File: config.mk
export PLATFORM = sky130hd
export DESIGN_NAME = grid_neighbor_index_enumerator
export DESIGN_NICKNAME = d
export VERILOG_FILES = /design/src/rtl/gnie_pkg.sv /design/src/rtl/gnie_front.sv /design/src/rtl/gnie_queue.sv /design/src/rtl/gnie_back.sv /design/src/rtl/grid_neighbor_index_enumerator.sv
export VERILOG_INCLUDE_DIRS = /design/src /design/src/rtl
export SDC_FILE = /design/constraint.sdc
export NUM_CORES = 1
export LEC_CHECK = 0
export CAP_MARGIN = 30
export CORE_UTILIZATION = 40
export CTS_CLUSTER_DIAMETER = 120
export DETAILED_ROUTE_END_ITERATION = 12
export DONT_BUFFER_PORTS = 1
export PLACE_DENSITY_LB_ADDON = 0.1
export SYNTH_ARGS = -nofsm -noshare
export SYNTH_HDL_FRONTEND = slang
export SYNTH_SLANG_ARGS = --single-unit
File: constraint.sdc
create_clock -name clock -period 11.6 [get_ports clock]
set_input_delay 1.16 -clock clock [delete_from_list [all_inputs] [get_ports clock]]
set_output_delay 1.16 -clock clock [all_outputs]
set_load 0.01 [all_outputs]
File: src/rtl/grid_neighbor_index_enumerator_assert.svh
// Assertion macros used by the neighbor enumerator back end.
`ifndef GRID_NEIGHBOR_INDEX_ENUMERATOR_ASSERT_SVH
`define GRID_NEIGHBOR_INDEX_ENUMERATOR_ASSERT_SVH

`ifndef SYNTHESIS
`define GNIE_ASSERT_IMPL(label, clk, rst, ante, cons) \
   label: assert property (@(posedge clk) disable iff (rst) (ante) |-> (cons)) \
      else $error("%m: same-cycle implication failed");
`define GNIE_ASSERT_NEXT(label, clk, rst, ante, cons) \
   label: assert property (@(posedge clk) disable iff (rst) (ante) |=> (cons)) \
      else $error("%m: next-cycle implication failed");
`else
`define GNIE_ASSERT_IMPL(label, clk, rst, ante, cons)
`define GNIE_ASSERT_NEXT(label, clk, rst, ante, cons)
`endif

`endif

File: src/rtl/gnie_pkg.sv
// Types, constants and offset tables of the grid neighbor index enumerator.
package gnie_pkg;

   localparam int CELL_W        = 30;
   localparam int COORD_W       = 10;
   localparam int COORD_EXT_W   = COORD_W + 1;
   localparam int CSR_DATA_W    = 11;
   localparam int CSR_INDEX_W   = 2;
   localparam int NUM_OFFSETS   = 26;
   localparam int NUM_2D_OFFSETS = 8;
   localparam int OFFSET_IDX_W  = $clog2(NUM_OFFSETS);
   localparam int QUEUE_DEPTH   = 2;
   localparam int QUEUE_PTR_W   = $clog2(QUEUE_DEPTH);
   localparam int QUEUE_CNT_W   = $clog2(QUEUE_DEPTH + 1);

   // register indexes
   localparam logic [CSR_INDEX_W-1:0] CSR_DIMENSION_COUNT = 2'd0;
   localparam logic [CSR_INDEX_W-1:0] CSR_AXIS_SIZE_X     = 2'd1;
   localparam logic [CSR_INDEX_W-1:0] CSR_AXIS_SIZE_Y     = 2'd2;
   localparam logic [CSR_INDEX_W-1:0] CSR_AXIS_SIZE_Z     = 2'd3;

   // dimension count codes
   localparam logic [1:0] DIM_2D = 2'd2;
   localparam logic [1:0] DIM_3D = 2'd3;

   // per-axis step codes: two's complement -1, 0, +1
   localparam logic [1:0] OFF_NEG  = 2'b11;
   localparam logic [1:0] OFF_ZERO = 2'b00;
   localparam logic [1:0] OFF_POS  = 2'b01;

   typedef struct packed {
      logic [1:0] dx;
      logic [1:0] dy;
      logic [1:0] dz;
   } gnie_offset_type;

   typedef struct packed {
      logic [CELL_W-1:0]      cell_index;
      logic [NUM_OFFSETS-1:0] mask;
      logic                   mode3;
   } gnie_work_type;

   localparam gnie_offset_type OFFSET_3D [NUM_OFFSETS] = '{
      '{OFF_NEG,  OFF_ZERO, OFF_ZERO}, '{OFF_POS,  OFF_ZERO, OFF_ZERO},
      '{OFF_ZERO, OFF_NEG,  OFF_ZERO}, '{OFF_ZERO, OFF_POS,  OFF_ZERO},
      '{OFF_NEG,  OFF_NEG,  OFF_ZERO}, '{OFF_NEG,  OFF_POS,  OFF_ZERO},
      '{OFF_POS,  OFF_NEG,  OFF_ZERO}, '{OFF_POS,  OFF_POS,  OFF_ZERO},
      '{OFF_NEG,  OFF_ZERO, OFF_NEG},  '{OFF_POS,  OFF_ZERO, OFF_NEG},
      '{OFF_ZERO, OFF_NEG,  OFF_NEG},  '{OFF_ZERO, OFF_POS,  OFF_NEG},
      '{OFF_NEG,  OFF_NEG,  OFF_NEG},  '{OFF_NEG,  OFF_POS,  OFF_NEG},
      '{OFF_POS,  OFF_NEG,  OFF_NEG},  '{OFF_POS,  OFF_POS,  OFF_NEG},
      '{OFF_NEG,  OFF_ZERO, OFF_POS},  '{OFF_POS,  OFF_ZERO, OFF_POS},
      '{OFF_ZERO, OFF_NEG,  OFF_POS},  '{OFF_ZERO, OFF_POS,  OFF_POS},
      '{OFF_NEG,  OFF_NEG,  OFF_POS},  '{OFF_NEG,  OFF_POS,  OFF_POS},
      '{OFF_POS,  OFF_NEG,  OFF_POS},  '{OFF_POS,  OFF_POS,  OFF_POS},
      '{OFF_ZERO, OFF_ZERO, OFF_NEG},  '{OFF_ZERO, OFF_ZERO, OFF_POS}
   };

   // planar order: right, left, up row (center, left, right), down row (same)
   localparam gnie_offset_type OFFSET_2D [NUM_2D_OFFSETS] = '{
      '{OFF_POS,  OFF_ZERO, OFF_ZERO}, '{OFF_NEG,  OFF_ZERO, OFF_ZERO},
      '{OFF_ZERO, OFF_POS,  OFF_ZERO}, '{OFF_NEG,  OFF_POS,  OFF_ZERO},
      '{OFF_POS,  OFF_POS,  OFF_ZERO}, '{OFF_ZERO, OFF_NEG,  OFF_ZERO},
      '{OFF_NEG,  OFF_NEG,  OFF_ZERO}, '{OFF_POS,  OFF_NEG,  OFF_ZERO}
   };

   // map a step code to its slot in a {plus, center, minus} flag vector
   function automatic logic [1:0] offset_slot(input logic [1:0] step);
      return step + 2'd1;
   endfunction

endpackage

File: src/rtl/gnie_front.sv
// Front end: accepts cells and classifies which neighbors lie in bounds.
module gnie_front
   import gnie_pkg::*;
#(
   parameter int SIZE_W = 11
) (
   input  logic                clock,
   input  logic                reset,
   input  logic                req_valid,
   output logic                req_ready,
   input  logic [CELL_W-1:0]   req_cell_index,
   input  logic [COORD_W-1:0]  req_coord_x,
   input  logic [COORD_W-1:0]  req_coord_y,
   input  logic [COORD_W-1:0]  req_coord_z,
   input  logic [1:0]          dim_count,
   input  logic [SIZE_W-1:0]   size_x,
   input  logic [SIZE_W-1:0]   size_y,
   input  logic [SIZE_W-1:0]   size_z,
   output logic                push_valid,
   output gnie_work_type       push_entry,
   input  logic                push_ready
);

   logic [COORD_EXT_W-1:0] x_e, y_e, z_e, sx_e, sy_e, sz_e;
   logic [2:0]             ok3_x, ok3_y, ok3_z, ok2_x, ok2_y;
   logic [NUM_OFFSETS-1:0] mask;
   logic                   req_fire, push_fire;
   logic                   stage_valid_ff, stage_valid_in;
   gnie_work_type          stage_entry_ff, stage_entry_in;

   always_comb begin
      x_e  = COORD_EXT_W'(req_coord_x);
      y_e  = COORD_EXT_W'(req_coord_y);
      z_e  = COORD_EXT_W'(req_coord_z);
      sx_e = COORD_EXT_W'(size_x);
      sy_e = COORD_EXT_W'(size_y);
      sz_e = COORD_EXT_W'(size_z);

      // {plus, center, minus} in-bounds flags per axis
      ok3_x = {(x_e + 1'b1) < sx_e, x_e < sx_e, (x_e != '0) && ((x_e - 1'b1) < sx_e)};
      ok3_y = {(y_e + 1'b1) < sy_e, y_e < sy_e, (y_e != '0) && ((y_e - 1'b1) < sy_e)};
      ok3_z = {(z_e + 1'b1) < sz_e, z_e < sz_e, (z_e != '0) && ((z_e - 1'b1) < sz_e)};
      // planar mode tests only the moving side of each axis
      ok2_x = {(x_e + 1'b1) < sx_e, 1'b1, x_e != '0};
      ok2_y = {(y_e + 1'b1) < sy_e, 1'b1, y_e != '0};
   end

   always_comb begin
      mask = '0;
      unique case (dim_count)
         DIM_2D: begin
            for (int i = 0; i < NUM_2D_OFFSETS; i++) begin
               mask[i] = ok2_x[offset_slot(OFFSET_2D[i].dx)] &
                         ok2_y[offset_slot(OFFSET_2D[i].dy)];
            end
         end
         DIM_3D: begin
            for (int i = 0; i < NUM_OFFSETS; i++) begin
               mask[i] = ok3_x[offset_slot(OFFSET_3D[i].dx)] &
                         ok3_y[offset_slot(OFFSET_3D[i].dy)] &
                         ok3_z[offset_slot(OFFSET_3D[i].dz)];
            end
         end
         default: mask = '0;
      endcase
   end

   assign req_ready  = !stage_valid_ff || push_ready;
   assign req_fire   = req_valid && req_ready;
   assign push_valid = stage_valid_ff;
   assign push_fire  = stage_valid_ff && push_ready;
   assign push_entry = stage_entry_ff;

   always_comb begin
      stage_valid_in = stage_valid_ff;
      stage_entry_in = stage_entry_ff;
      if (push_fire) begin
         stage_valid_in = 1'b0;
      end
      if (req_fire) begin
         // drop cells with no neighbor in bounds
         stage_valid_in            = (mask != '0);
         stage_entry_in.cell_index = req_cell_index;
         stage_entry_in.mask       = mask;
         stage_entry_in.mode3      = (dim_count == DIM_3D);
      end
   end

   always_ff @(posedge clock) begin
      if (reset) begin
         stage_valid_ff <= 1'b0;
      end else begin
         stage_valid_ff <= stage_valid_in;
      end
   end

   always_ff @(posedge clock) begin
      stage_entry_ff <= stage_entry_in;
   end

endmodule

File: src/rtl/gnie_queue.sv
// Short work queue between the classifying front end and the emitting back end.
module gnie_queue
   import gnie_pkg::*;
(
   input  logic          clock,
   input  logic          reset,
   input  logic          push_valid,
   output logic          push_ready,
   input  gnie_work_type push_entry,
   output logic          pop_valid,
   input  logic          pop_ready,
   output gnie_work_type pop_entry
);

   gnie_work_type          slot_ff [QUEUE_DEPTH];
   logic [QUEUE_PTR_W-1:0] wr_ptr_ff, wr_ptr_in, rd_ptr_ff, rd_ptr_in;
   logic [QUEUE_CNT_W-1:0] count_ff, count_in;
   logic                   push_fire, pop_fire;

   assign push_ready = (count_ff != QUEUE_CNT_W'(QUEUE_DEPTH));
   assign pop_valid  = (count_ff != '0);
   assign pop_entry  = slot_ff[rd_ptr_ff];
   assign push_fire  = push_valid && push_ready;
   assign pop_fire   = pop_valid && pop_ready;

   // depth is a power of two, so the pointers wrap on their own
   always_comb begin
      wr_ptr_in = push_fire ? wr_ptr_ff + 1'b1 : wr_ptr_ff;
      rd_ptr_in = pop_fire ? rd_ptr_ff + 1'b1 : rd_ptr_ff;
      count_in  = count_ff;
      if (push_fire && !pop_fire) begin
         count_in = count_ff + 1'b1;
      end else if (pop_fire && !push_fire) begin
         count_in = count_ff - 1'b1;
      end
   end

   always_ff @(posedge clock) begin
      if (reset) begin
         wr_ptr_ff <= '0;
         rd_ptr_ff <= '0;
         count_ff  <= '0;
      end else begin
         wr_ptr_ff <= wr_ptr_in;
         rd_ptr_ff <= rd_ptr_in;
         count_ff  <= count_in;
      end
   end

   always_ff @(posedge clock) begin
      if (push_fire) begin
         slot_ff[wr_ptr_ff] <= push_entry;
      end
   end

endmodule

File: src/rtl/gnie_back.sv
// Back end: walks a cell's neighbor mask and emits one neighbor index per beat.
`include "grid_neighbor_index_enumerator_assert.svh"

module gnie_back
   import gnie_pkg::*;
#(
   parameter int SIZE_W = 11
) (
   input  logic                clock,
   input  logic                reset,
   input  logic                pop_valid,
   output logic                pop_ready,
   input  gnie_work_type       pop_entry,
   input  logic [SIZE_W-1:0]   stride_x,
   input  logic [2*SIZE_W-1:0] stride_xy,
   output logic                rsp_valid,
   input  logic                rsp_ready,
   output logic [CELL_W-1:0]   rsp_neighbor_index,
   output logic                rsp_last_neighbor
);

   logic                    cur_valid_ff, cur_valid_in;
   gnie_work_type           cur_entry_ff, cur_entry_in;
   logic                    rsp_valid_ff, rsp_valid_in;
   logic [CELL_W-1:0]       rsp_index_ff, rsp_index_in;
   logic                    rsp_last_ff, rsp_last_in;
   logic [OFFSET_IDX_W-1:0] pick;
   logic [NUM_OFFSETS-1:0]  mask_rest;
   gnie_offset_type         step;
   logic [CELL_W-1:0]       sx_w, sxy_w, term_x, term_y, term_z;
   logic                    advance, emit_last, pop_fire;

   // lowest set bit of the remaining mask
   always_comb begin
      pick = '0;
      for (int i = NUM_OFFSETS - 1; i >= 0; i--) begin
         if (cur_entry_ff.mask[i]) begin
            pick = OFFSET_IDX_W'(i);
         end
      end
   end

   assign mask_rest = cur_entry_ff.mask & (cur_entry_ff.mask - 1'b1);
   assign emit_last = (mask_rest == '0);
   assign advance   = cur_valid_ff && (!rsp_valid_ff || rsp_ready);
   assign pop_ready = !cur_valid_ff || (advance && emit_last);
   assign pop_fire  = pop_valid && pop_ready;

   always_comb begin
      step  = cur_entry_ff.mode3 ? OFFSET_3D[pick] : OFFSET_2D[pick[2:0]];
      sx_w  = CELL_W'(stride_x);
      sxy_w = CELL_W'(stride_xy);
      unique case (step.dx)
         OFF_POS: term_x = CELL_W'(1);
         OFF_NEG: term_x = '1;
         default: term_x = '0;
      endcase
      unique case (step.dy)
         OFF_POS: term_y = sx_w;
         OFF_NEG: term_y = '0 - sx_w;
         default: term_y = '0;
      endcase
      unique case (step.dz)
         OFF_POS: term_z = sxy_w;
         OFF_NEG: term_z = '0 - sxy_w;
         default: term_z = '0;
      endcase
   end

   always_comb begin
      cur_valid_in = cur_valid_ff;
      cur_entry_in = cur_entry_ff;
      rsp_valid_in = rsp_valid_ff && !rsp_ready;
      rsp_index_in = rsp_index_ff;
      rsp_last_in  = rsp_last_ff;
      if (advance) begin
         rsp_valid_in      = 1'b1;
         rsp_index_in      = cur_entry_ff.cell_index + term_x + term_y + term_z;
         rsp_last_in       = emit_last;
         cur_entry_in.mask = mask_rest;
         if (emit_last) begin
            cur_valid_in = 1'b0;
         end
      end
      if (pop_fire) begin
         cur_valid_in = 1'b1;
         cur_entry_in = pop_entry;
      end
   end

   always_ff @(posedge clock) begin
      if (reset) begin
         cur_valid_ff <= 1'b0;
         rsp_valid_ff <= 1'b0;
      end else begin
         cur_valid_ff <= cur_valid_in;
         rsp_valid_ff <= rsp_valid_in;
      end
   end

   always_ff @(posedge clock) begin
      cur_entry_ff <= cur_entry_in;
      rsp_index_ff <= rsp_index_in;
      rsp_last_ff  <= rsp_last_in;
   end

   assign rsp_valid          = rsp_valid_ff;
   assign rsp_neighbor_index = rsp_index_ff;
   assign rsp_last_neighbor  = rsp_last_ff;

   `GNIE_ASSERT_IMPL(a_no_empty_work, clock, reset, cur_valid_ff, cur_entry_ff.mask != '0)
   `GNIE_ASSERT_NEXT(a_keep_walking, clock, reset, advance && !emit_last, cur_valid_ff)
   `GNIE_ASSERT_NEXT(a_drain_idle, clock, reset, advance && emit_last && !pop_valid, !cur_valid_ff)
   `GNIE_ASSERT_NEXT(a_emit_lands, clock, reset, advance, rsp_valid_ff && (rsp_last_ff == $past(emit_last)))

endmodule

File: src/rtl/grid_neighbor_index_enumerator.sv
// Top level of the grid neighbor index enumerator: config registers and the front/queue/back chain.
// A request is registered in the front stage, the queue, the walker and then the output register.
// Throughput: one neighbor beat per cycle from the mask walker unless rsp_ready stalls it; up
//   to 8 in-bounds neighbors per cell planar, up to 26 volumetric; a cell with none costs only
//   its request beat. The front end takes requests while the walker runs, until the queue fills.
// Reset: synchronous; clears all valid flags and queue pointers and sets 2-D, 1x1x1 grid.
module grid_neighbor_index_enumerator
   import gnie_pkg::*;
#(
   parameter int MAX_AXIS_CELLS = 1024
) (
   input  logic                   clock,
   input  logic                   reset,
   // request channel
   input  logic                   req_valid,
   output logic                   req_ready,
   input  logic [CELL_W-1:0]      req_cell_index,
   input  logic [COORD_W-1:0]     req_coord_x,
   input  logic [COORD_W-1:0]     req_coord_y,
   input  logic [COORD_W-1:0]     req_coord_z,
   // response channel
   output logic                   rsp_valid,
   input  logic                   rsp_ready,
   output logic [CELL_W-1:0]      rsp_neighbor_index,
   output logic                   rsp_last_neighbor,
   // register write port
   input  logic                   csr_write_enable,
   input  logic [CSR_INDEX_W-1:0] csr_index,
   input  logic [CSR_DATA_W-1:0]  csr_write_data
);

   // Axis sizes are stored only as wide as the largest allowed size needs,
   // capped at the register width.
   localparam int SIZE_W = ($clog2(MAX_AXIS_CELLS + 1) < CSR_DATA_W) ?
                           $clog2(MAX_AXIS_CELLS + 1) : CSR_DATA_W;

   logic [1:0]          dim_ff;
   logic [SIZE_W-1:0]   size_x_ff, size_y_ff, size_z_ff;
   logic [SIZE_W-1:0]   size_sat;
   logic [2*SIZE_W-1:0] stride_xy_ff, stride_xy_in;

   logic                push_valid, push_ready, pop_valid, pop_ready;
   gnie_work_type       push_entry, pop_entry;

   // Clamp a written axis size to the largest supported size.
   assign size_sat = (int'(csr_write_data) > MAX_AXIS_CELLS) ?
                     SIZE_W'(MAX_AXIS_CELLS) : SIZE_W'(csr_write_data);

   always_ff @(posedge clock) begin
      if (reset) begin
         dim_ff    <= DIM_2D;
         size_x_ff <= SIZE_W'(1);
         size_y_ff <= SIZE_W'(1);
         size_z_ff <= SIZE_W'(1);
      end else if (csr_write_enable) begin
         unique case (csr_index)
            CSR_DIMENSION_COUNT: dim_ff    <= csr_write_data[1:0];
            CSR_AXIS_SIZE_X:     size_x_ff <= size_sat;
            CSR_AXIS_SIZE_Y:     size_y_ff <= size_sat;
            CSR_AXIS_SIZE_Z:     size_z_ff <= size_sat;
            default: ;
         endcase
      end
   end

   // Plane stride X*Y, registered in the cycle after the size registers change. Writes must
   // only happen while idle (the user is bound; the block does not enforce it). A new cell
   // passes the front stage and queue before the walker reads the product, which has settled.
   assign stride_xy_in = (2*SIZE_W)'(size_x_ff) * (2*SIZE_W)'(size_y_ff);

   always_ff @(posedge clock) begin
      if (reset) begin
         stride_xy_ff <= (2*SIZE_W)'(1);
      end else begin
         stride_xy_ff <= stride_xy_in;
      end
   end

   // Front: take a request beat, work out the in-bounds neighbor mask,
   // drop cells that have none, hold the rest in one stage register.
   gnie_front #(
      .SIZE_W (SIZE_W)
   ) u_front (
      .clock          (clock),
      .reset          (reset),
      .req_valid      (req_valid),
      .req_ready      (req_ready),
      .req_cell_index (req_cell_index),
      .req_coord_x    (req_coord_x),
      .req_coord_y    (req_coord_y),
      .req_coord_z    (req_coord_z),
      .dim_count      (dim_ff),
      .size_x         (size_x_ff),
      .size_y         (size_y_ff),
      .size_z         (size_z_ff),
      .push_valid     (push_valid),
      .push_entry     (push_entry),
      .push_ready     (push_ready)
   );

   // Queue: decouple the front stage from the mask walker so the front can go on taking
   // cells while a long neighbor list drains, until the queue is full.
   gnie_queue u_queue (
      .clock      (clock),
      .reset      (reset),
      .push_valid (push_valid),
      .push_ready (push_ready),
      .push_entry (push_entry),
      .pop_valid  (pop_valid),
      .pop_ready  (pop_ready),
      .pop_entry  (pop_entry)
   );

   // Back: walk the mask lowest bit first, add the offset's stride terms to
   // the center index (modulo 2^30) and hold each beat in the output register.
   // The next cell is loaded in the same cycle as the previous one's last beat.
   gnie_back #(
      .SIZE_W (SIZE_W)
   ) u_back (
      .clock              (clock),
      .reset              (reset),
      .pop_valid          (pop_valid),
      .pop_ready          (pop_ready),
      .pop_entry          (pop_entry),
      .stride_x           (size_x_ff),
      .stride_xy          (stride_xy_ff),
      .rsp_valid          (rsp_valid),
      .rsp_ready          (rsp_ready),
      .rsp_neighbor_index (rsp_neighbor_index),
      .rsp_last_neighbor  (rsp_last_neighbor)
   );

endmodule

==> results_dict.tcl, run 1 <==
set metrics [dict create \
    status "complete, no violations" \
    numPortBuffers 0 \
    track_usage_pct 20.4 \
    netlist.area_leader.share_pct 34.8 \
    cts_tree "yes" \
    drt_iter0_drc 819 \
    rows 86 \
    clk_latency_ps 560 \
    placed_area_mm2 0.0231 \
    grt_max_degree 62 \
    p_leak_nw 9.82 \
    antenna_found_initial 0 \
    layout-drive-gt1-share_pct 6.00 \
    via_count 15500 \
    ys_types 76 \
    place.gp.congestion 0.871 \
    drtAntennaViolNets 0 \
    cts-root-buf "clkbuf_16" \
    hp-class "flop to flop" \
    grt_pass1_wl_um 89000 \
    gr-max-usage-layer "met2" \
    clk_pin_slew_ps 60 \
    p_comb_share_pct 54.6 \
    final_nets 2532 \
    ys_seq_area_share_pct 40.6 \
    power_frac_seq_pct 28.3 \
    synth_area_mm2 0.0223 \
    worst_slew_pin_slew_ps 883 \
    final_hold_viol_count 0 \
    sw_frac_of_total_pct 42.1 \
    io_pins 111 \
    synth_nets 2551 \
    syn_avg_cell_area_um2 10.4 \
    maxSlewViolCount 0 \
    area.growth.synth_to_final_pct 9.21 \
    clkPwrFrac_pct 17.1 \
    synth.most_common_cell "edfxtp_1" \
    min_period_ps 6970 \
    die_x_um 238 \
    use_met3_pct 4.42 \
    core-area_mm2 0.0551 \
    synth_cells 2155 \
    cap_violations 0 \
    timing.final.crit_share_pct 60.1 \
    cts_buffers 38 \
    post_cts_buffers 0 \
    wirelength_um 56400 \
    arrival_ps 7270 \
    post-synth-top-area-cell "edfxtp_1" \
    critical_path_required_ps 11900 \
    grtUsageMet2_pct 33.7 \
    start_util_pct 40.6 \
    clock_path_buffers 3 \
    gr-total-overflow 0 \
    dieArea_mm2 0.0568 \
    grt_pass1_vias 15500 \
    max_freq_ghz 0.143 \
    synth.area.top_cells "edfxtp_1 (35%), fa_1 (12%), ha_1 (10%)" \
    clock_skew_ps 28.8 \
    synth_ff_type "edfxtp_1" \
    cts.repair.resized 0 \
    synth_edf_count 259 \
    p_per_area_mw_per_mm2 290 \
    cts_sinks 324 \
    stdcell_area_mm2 0.0244 \
    path_class "flop to flop" \
    yosys_warnings 0 \
    timing.slew.headroom_pct 39.6 \
    setup_tns_ps 0 \
    p_int_mw 4.10 \
    wl_per_cell_um 19.4 \
    cts_hold_buf 0 \
    setup_viol 0 \
    rsz0062_at_grt "no" \
    dp_hpwl_um 42800 \
    end_kind "flop" \
    route.detailed.drc 0 \
    viasPerCell 5.31 \
    power_switching_mw 2.99 \
    worst-path-max-fanout 31 \
    die_y_um 238 \
    ys_ff_latch 324 \
    vdd_drop_max_mv 0.209 \
    ys_async_sr_fraction_pct 0 \
    synth_common_cells "edfxtp_1 (259), inv_1 (233), nand2_1 (226), ha_1 (186), nor2_1 (152)" \
    dr.pass1.iters 5 \
    worst_hold_slack_ps 434 \
    use_met1_pct 27.2 \
    antenna_cells 0 \
    htree_levels 2 \
    start_kind "flop" \
]
[power by group through the flow]
stage | clock, mW | sequential, mW | combinational, mW
floorplan | 0 | 1.93 | 3.02
global placement | 0 | 2.03 | 3.86
detailed placement | 0 | 2.04 | 3.88
CTS | 1.25 | 2.01 | 3.90
global route | 1.30 | 2.04 | 4.38
finish | 1.21 | 2.00 | 3.87
[worst max-delay path, cell delays in order (launching register included)]
cell	delay, ps
edfxtp_1	490
or4_4	580
nand2b_1	170
or2_2	330
nor2_1	160
a21oi_1	160
or3_1	680
or3_1	460
a21oi_1	220
fa_1	480
fa_1	470
ha_1	370
a211o_1	350
a21oi_1	290
o21a_1	200
o21ai_0	320
a2111o_1	490
a31o_2	240
a21oi_1	160
xnor2_1	80
[stage by stage]
step | instances | setup slack, ps | util [%] | total power, mW
2_1_floorplan | 2155 | 3140 | - | 4.94
3_3_place_gp | 2842 | 4610 | 41.9 | 5.90
3_5_place_dp | 2842 | 4520 | 41.9 | 5.92
4_1_cts | 2912 | 4470 | 44.2 | 7.17
5_1_grt | 2914 | 4230 | 44.3 | 7.72
6_report | 2914 | 4630 | 44.3 | 7.09
[state kept, by name, indices dropped and copies added, names as in the netlist, 2 cells and up, named ones only]
name,cells
dim_ff,2
u_back.rsp_neighbor_index,30
size_z_ff,11
u_front.push_entry,57
u_queue.count_ff,2
size_x_ff,11
stride_xy_ff,22
u_queue.slot_ff,114
size_y_ff,11
u_back.cur_entry_ff,57
[layer usage]
metal	share of wire (%)	vias up
met4	2.1	0
met5	0	-
li1	-	7543
met2	47	351
met1	45	7506
met3	5.5	74
[layout by cell type (no fill, tap or decap), drive strengths merged, types with 8 or more instances in the layout]
master and instances:
o21bai 10, buf 11, o22ai 8, a31oi 11, nand4 13, xor2 36
or4 9, inv 237, xnor2 50, o211ai 23, o21a 20, or2 12
nand2b 19, nor3 51, a21o 25, mux2i 31, clkinv 20, and3 14
mux2 31, nand3 46, nand2 226, ha 186, nor2b 25, clkbuf 51
dfxtp 65, a211oi 23, fa 132, nor2 152, edfxtp 259, nor4 28
a21oi 111, and2 14, o21ai 92, or3 27
[logic make-up after synthesis]
group / share of synthesized area, %
XOR/XNOR: 3.37
flip-flops: 40.6
AO/OA/AOI/OAI: 11.3
AND/OR/NAND/NOR: 14.1
multiplexers: 2.95
adder cells (fa/ha/maj): 22.4
buffers and inverters: 5.34
[cell type report]
cell class / count / area [µm²]
fill: 5324 / 30700
multi-input combinational: 1519 / 12100
sequential: 324 / 9080
clock buffer: 50 / 1030
tap: 748 / 936
inverter: 241 / 905
clock inverter: 20 / 244
timing repair buffer: 12 / 100
[final timing paths]
kind              cells after the start                            end  slack, ps               startpoint
hold reg to reg                       0         u_queue.slot_ff[0][20]        430   u_front.push_entry[20]
hold / removal                        0         u_queue.slot_ff[0][20]        430   u_front.push_entry[20]
setup reg to reg                     19  u_back.rsp_neighbor_index[29]       4630  u_back.cur_entry_ff[19]
setup / recovery                     19  u_back.rsp_neighbor_index[29]       4630  u_back.cur_entry_ff[19]
No activity file was read; power rests on OpenSTA's default activity.
==> run 2, diff against run 1 <==
==> constraint.sdc (replaced) <==
create_clock -name clock -period 5.81 [get_ports clock]
set_input_delay 0.581 -clock clock [delete_from_list [all_inputs] [get_ports clock]]
set_output_delay 0.581 -clock clock [all_outputs]
set_load 0.01 [all_outputs]
==> results_dict.tcl, run 2 (synthesis gave the netlist of run 1 again) <==
set metrics [dict create \
    place_inst 3035 \
    timing.slew.headroom_pct 41.7 \
    rrSetupSlack_ps 40 \
    largest_register "u_queue.slot_ff" \
    slowest_stage "or4_4" \
    antenna_cells 0 \
    gr-total-overflow 0 \
    timing.final.crit_share_pct 99.4 \
    area.growth.synth_to_final_pct 18.9 \
    numPortBuffers 0 \
    antenna_found_initial 3 \
    cts_hold_buf 0 \
    htree_levels 2 \
    path_class "flop to flop" \
    cts_tree "yes" \
    clock_skew_ps 28.6 \
    place.gp.congestion 0.869 \
    r2r_end "u_back.rsp_neighbor_index[29]" \
    p_int_mw 10.1 \
    dp_hpwl_um 45100 \
    max_freq_ghz 0.173 \
    via_count 16300 \
    rows 86 \
    cts-root-buf "clkbuf_16" \
    setup_ws_ps 36.4 \
    critical-path-top-delay-family "compound AO/OA/AOI/OAI gates" \
    cap_violations 0 \
    start_util_pct 40.6 \
    pre_cts_ws_ps -326 \
    cts_sinks 324 \
    final_nets 2747 \
    end_kind "flop" \
    final_common_cell "edfxtp_1" \
    clk_latency_ps 560 \
    hold_end "size_y_ff[1]" \
    layout-drive-gt1-share_pct 17.6 \
    slowest_delay_ps 550 \
    final_hold_viol_count 0 \
    min_path_cells 1 \
    p_comb_share_pct 63.4 \
    hp-class "primary input to flop" \
    power_frac_seq_pct 23.1 \
    route.detailed.drc 0 \
    clk_pin_slew_ps 60 \
    cp_num_buf_inv 4 \
    viasPerCell 5.20 \
    reg2reg_from "u_back.cur_entry_ff[17]" \
    maxSlewViolCount 0 \
    io_pins 111 \
    drt_iter0_drc 712 \
    die_x_um 238 \
    mostFrequentLayoutCells "edfxtp_1 (259), inv_1 (230), nand2_1 (224)" \
    core-area_mm2 0.0551 \
    vdd_drop_max_mv 0.445 \
    power_mw 16.9 \
    sw_frac_of_total_pct 40.0 \
    power_switching_mw 6.75 \
    arrival_ps 6080 \
    die_y_um 238 \
    setup_viol 0 \
    start_kind "flop" \
    min_period_ps 5770 \
    critical_path_required_ps 6120 \
    rsz0062_at_grt "yes" \
    clock_path_buffers 3 \
    wirelength_um 58200 \
    path_cells "or4_4 > buf_6 > o21ai_4 > nand2_2 > a31o_4 > nor3_4 > a211oi_2 > buf_4 > o22a_1 > o221a_4 > fa_1 > inv_1 > fa_1 > inv_2 > fa_2 > a211o_1 > a21oi_4 > o21a_1 > o21ai_4 > a2111o_1 > a31o_2 > a21oi_2 > xnor2_1" \
    worst-path-max-fanout 5 \
    largest_reg_flops 114 \
    dieArea_mm2 0.0568 \
    reg2reg_depth 23 \
    min_from "reset" \
    clkPwrFrac_pct 13.4 \
    fin_util_pct 48.2 \
    cts_buffers 38 \
    grt_max_degree 62 \
    layoutNonFillerInstCount 3127 \
    p_leak_nw 10.9 \
    wl_per_cell_um 18.6 \
    dr.pass1.iters 7 \
    p_per_area_mw_per_mm2 636 \
    grt_pass1_wl_um 91000 \
    status "complete, no violations" \
    worst_slew_pin_slew_ps 869 \
    drtAntennaViolNets 0 \
    track_usage_pct 20.7 \
    grt_pass1_vias 16500 \
]
==> run 2: changes by cell type in the layout (fill, tap and decap cells not counted), sizes merged <==
cell      before  now
buf           11  226
bufinv         4    1
clkbuf        51   49
clkinv        20   24
clkinvlp       0    2
inv          237  233
or3           27   28
==> run 2: worst max path at each step <==
stage                                  startpoint                             to  slack (ps)  depth (start not counted)
after global placement    u_back.cur_entry_ff[18]  u_back.rsp_neighbor_index[26]        -310                         21
final                     u_back.cur_entry_ff[17]  u_back.rsp_neighbor_index[29]          40                         23
after global routing      u_back.cur_entry_ff[19]  u_back.rsp_neighbor_index[29]        -180                         24
after CTS                 u_back.cur_entry_ff[14]  u_back.rsp_neighbor_index[29]           3                         22
after detailed placement  u_back.cur_entry_ff[18]  u_back.rsp_neighbor_index[26]        -330                         25
after floorplan           u_back.cur_entry_ff[19]  u_back.rsp_neighbor_index[29]        -190                         19
==> run 2: power groups by stage <==
stage / clock network (mW) / registers (mW) / logic, mW
2_1_floorplan: 0 / 3.85 / 6.25
3_3_place_gp: 0 / 3.95 / 9.64
3_5_place_dp: 0 / 3.96 / 9.71
4_1_cts: 2.35 / 3.92 / 10.3
5_1_grt: 2.43 / 3.96 / 12.0
6_report: 2.27 / 3.91 / 10.7
==> run 2: routing by layer <==
layer	up-vias	global-route usage [%]	share of wire (%)
met1	7845	26.8	45
li1	7982	-	-
met5	-	0	0.040
met2	357	35.6	48
met4	4	6.02	2.3
met3	81	3.34	4.8
==> run 2: worst reg2reg max path: stages (launching register included) <==
cell,delay [ps]
edfxtp_1,390
or4_4,560
buf_6,140
o21ai_4,150
nand2_2,90
a31o_4,260
nor3_4,170
a211oi_2,60
buf_4,170
o22a_1,170
o221a_4,230
fa_1,530
inv_1,50
fa_1,490
inv_2,50
fa_2,390
a211o_1,320
a21oi_4,190
o21a_1,210
o21ai_4,100
a2111o_1,400
a31o_2,220
a21oi_2,140
xnor2_1,80
==> run 2: layout make-up <==
class	instances	area, µm²
Fill cell	5213	28500
Clock buffer	49	1030
Multi-Input combinational cell	1520	12600
Sequential cell	324	9080
Tap cell	748	936
Timing Repair Buffer	226	1790
Clock inverter	19	178
Inverter	241	905
==> run 2: stage by stage <==
stage               hold WS, ps  area, µm²  TNS [ps]
finish                     93.0      26600         0
global route               62.3      26600      -854
CTS                        59.7      26200         0
floorplan                   421      22500      -188
detailed placement          430      24700     -1050
global placement            423      24700      -912
==> run 2: repair_timing <==
| item | in CTS | in global routing |
|---|---|---|
| endpoints found under the setup margin | 7 | 14 |
| buffers inserted | 11 | 11 |
| pin swaps | 34 | 31 |
| resized for setup | 40 | 59 |
| cloned | 1 | 0 |
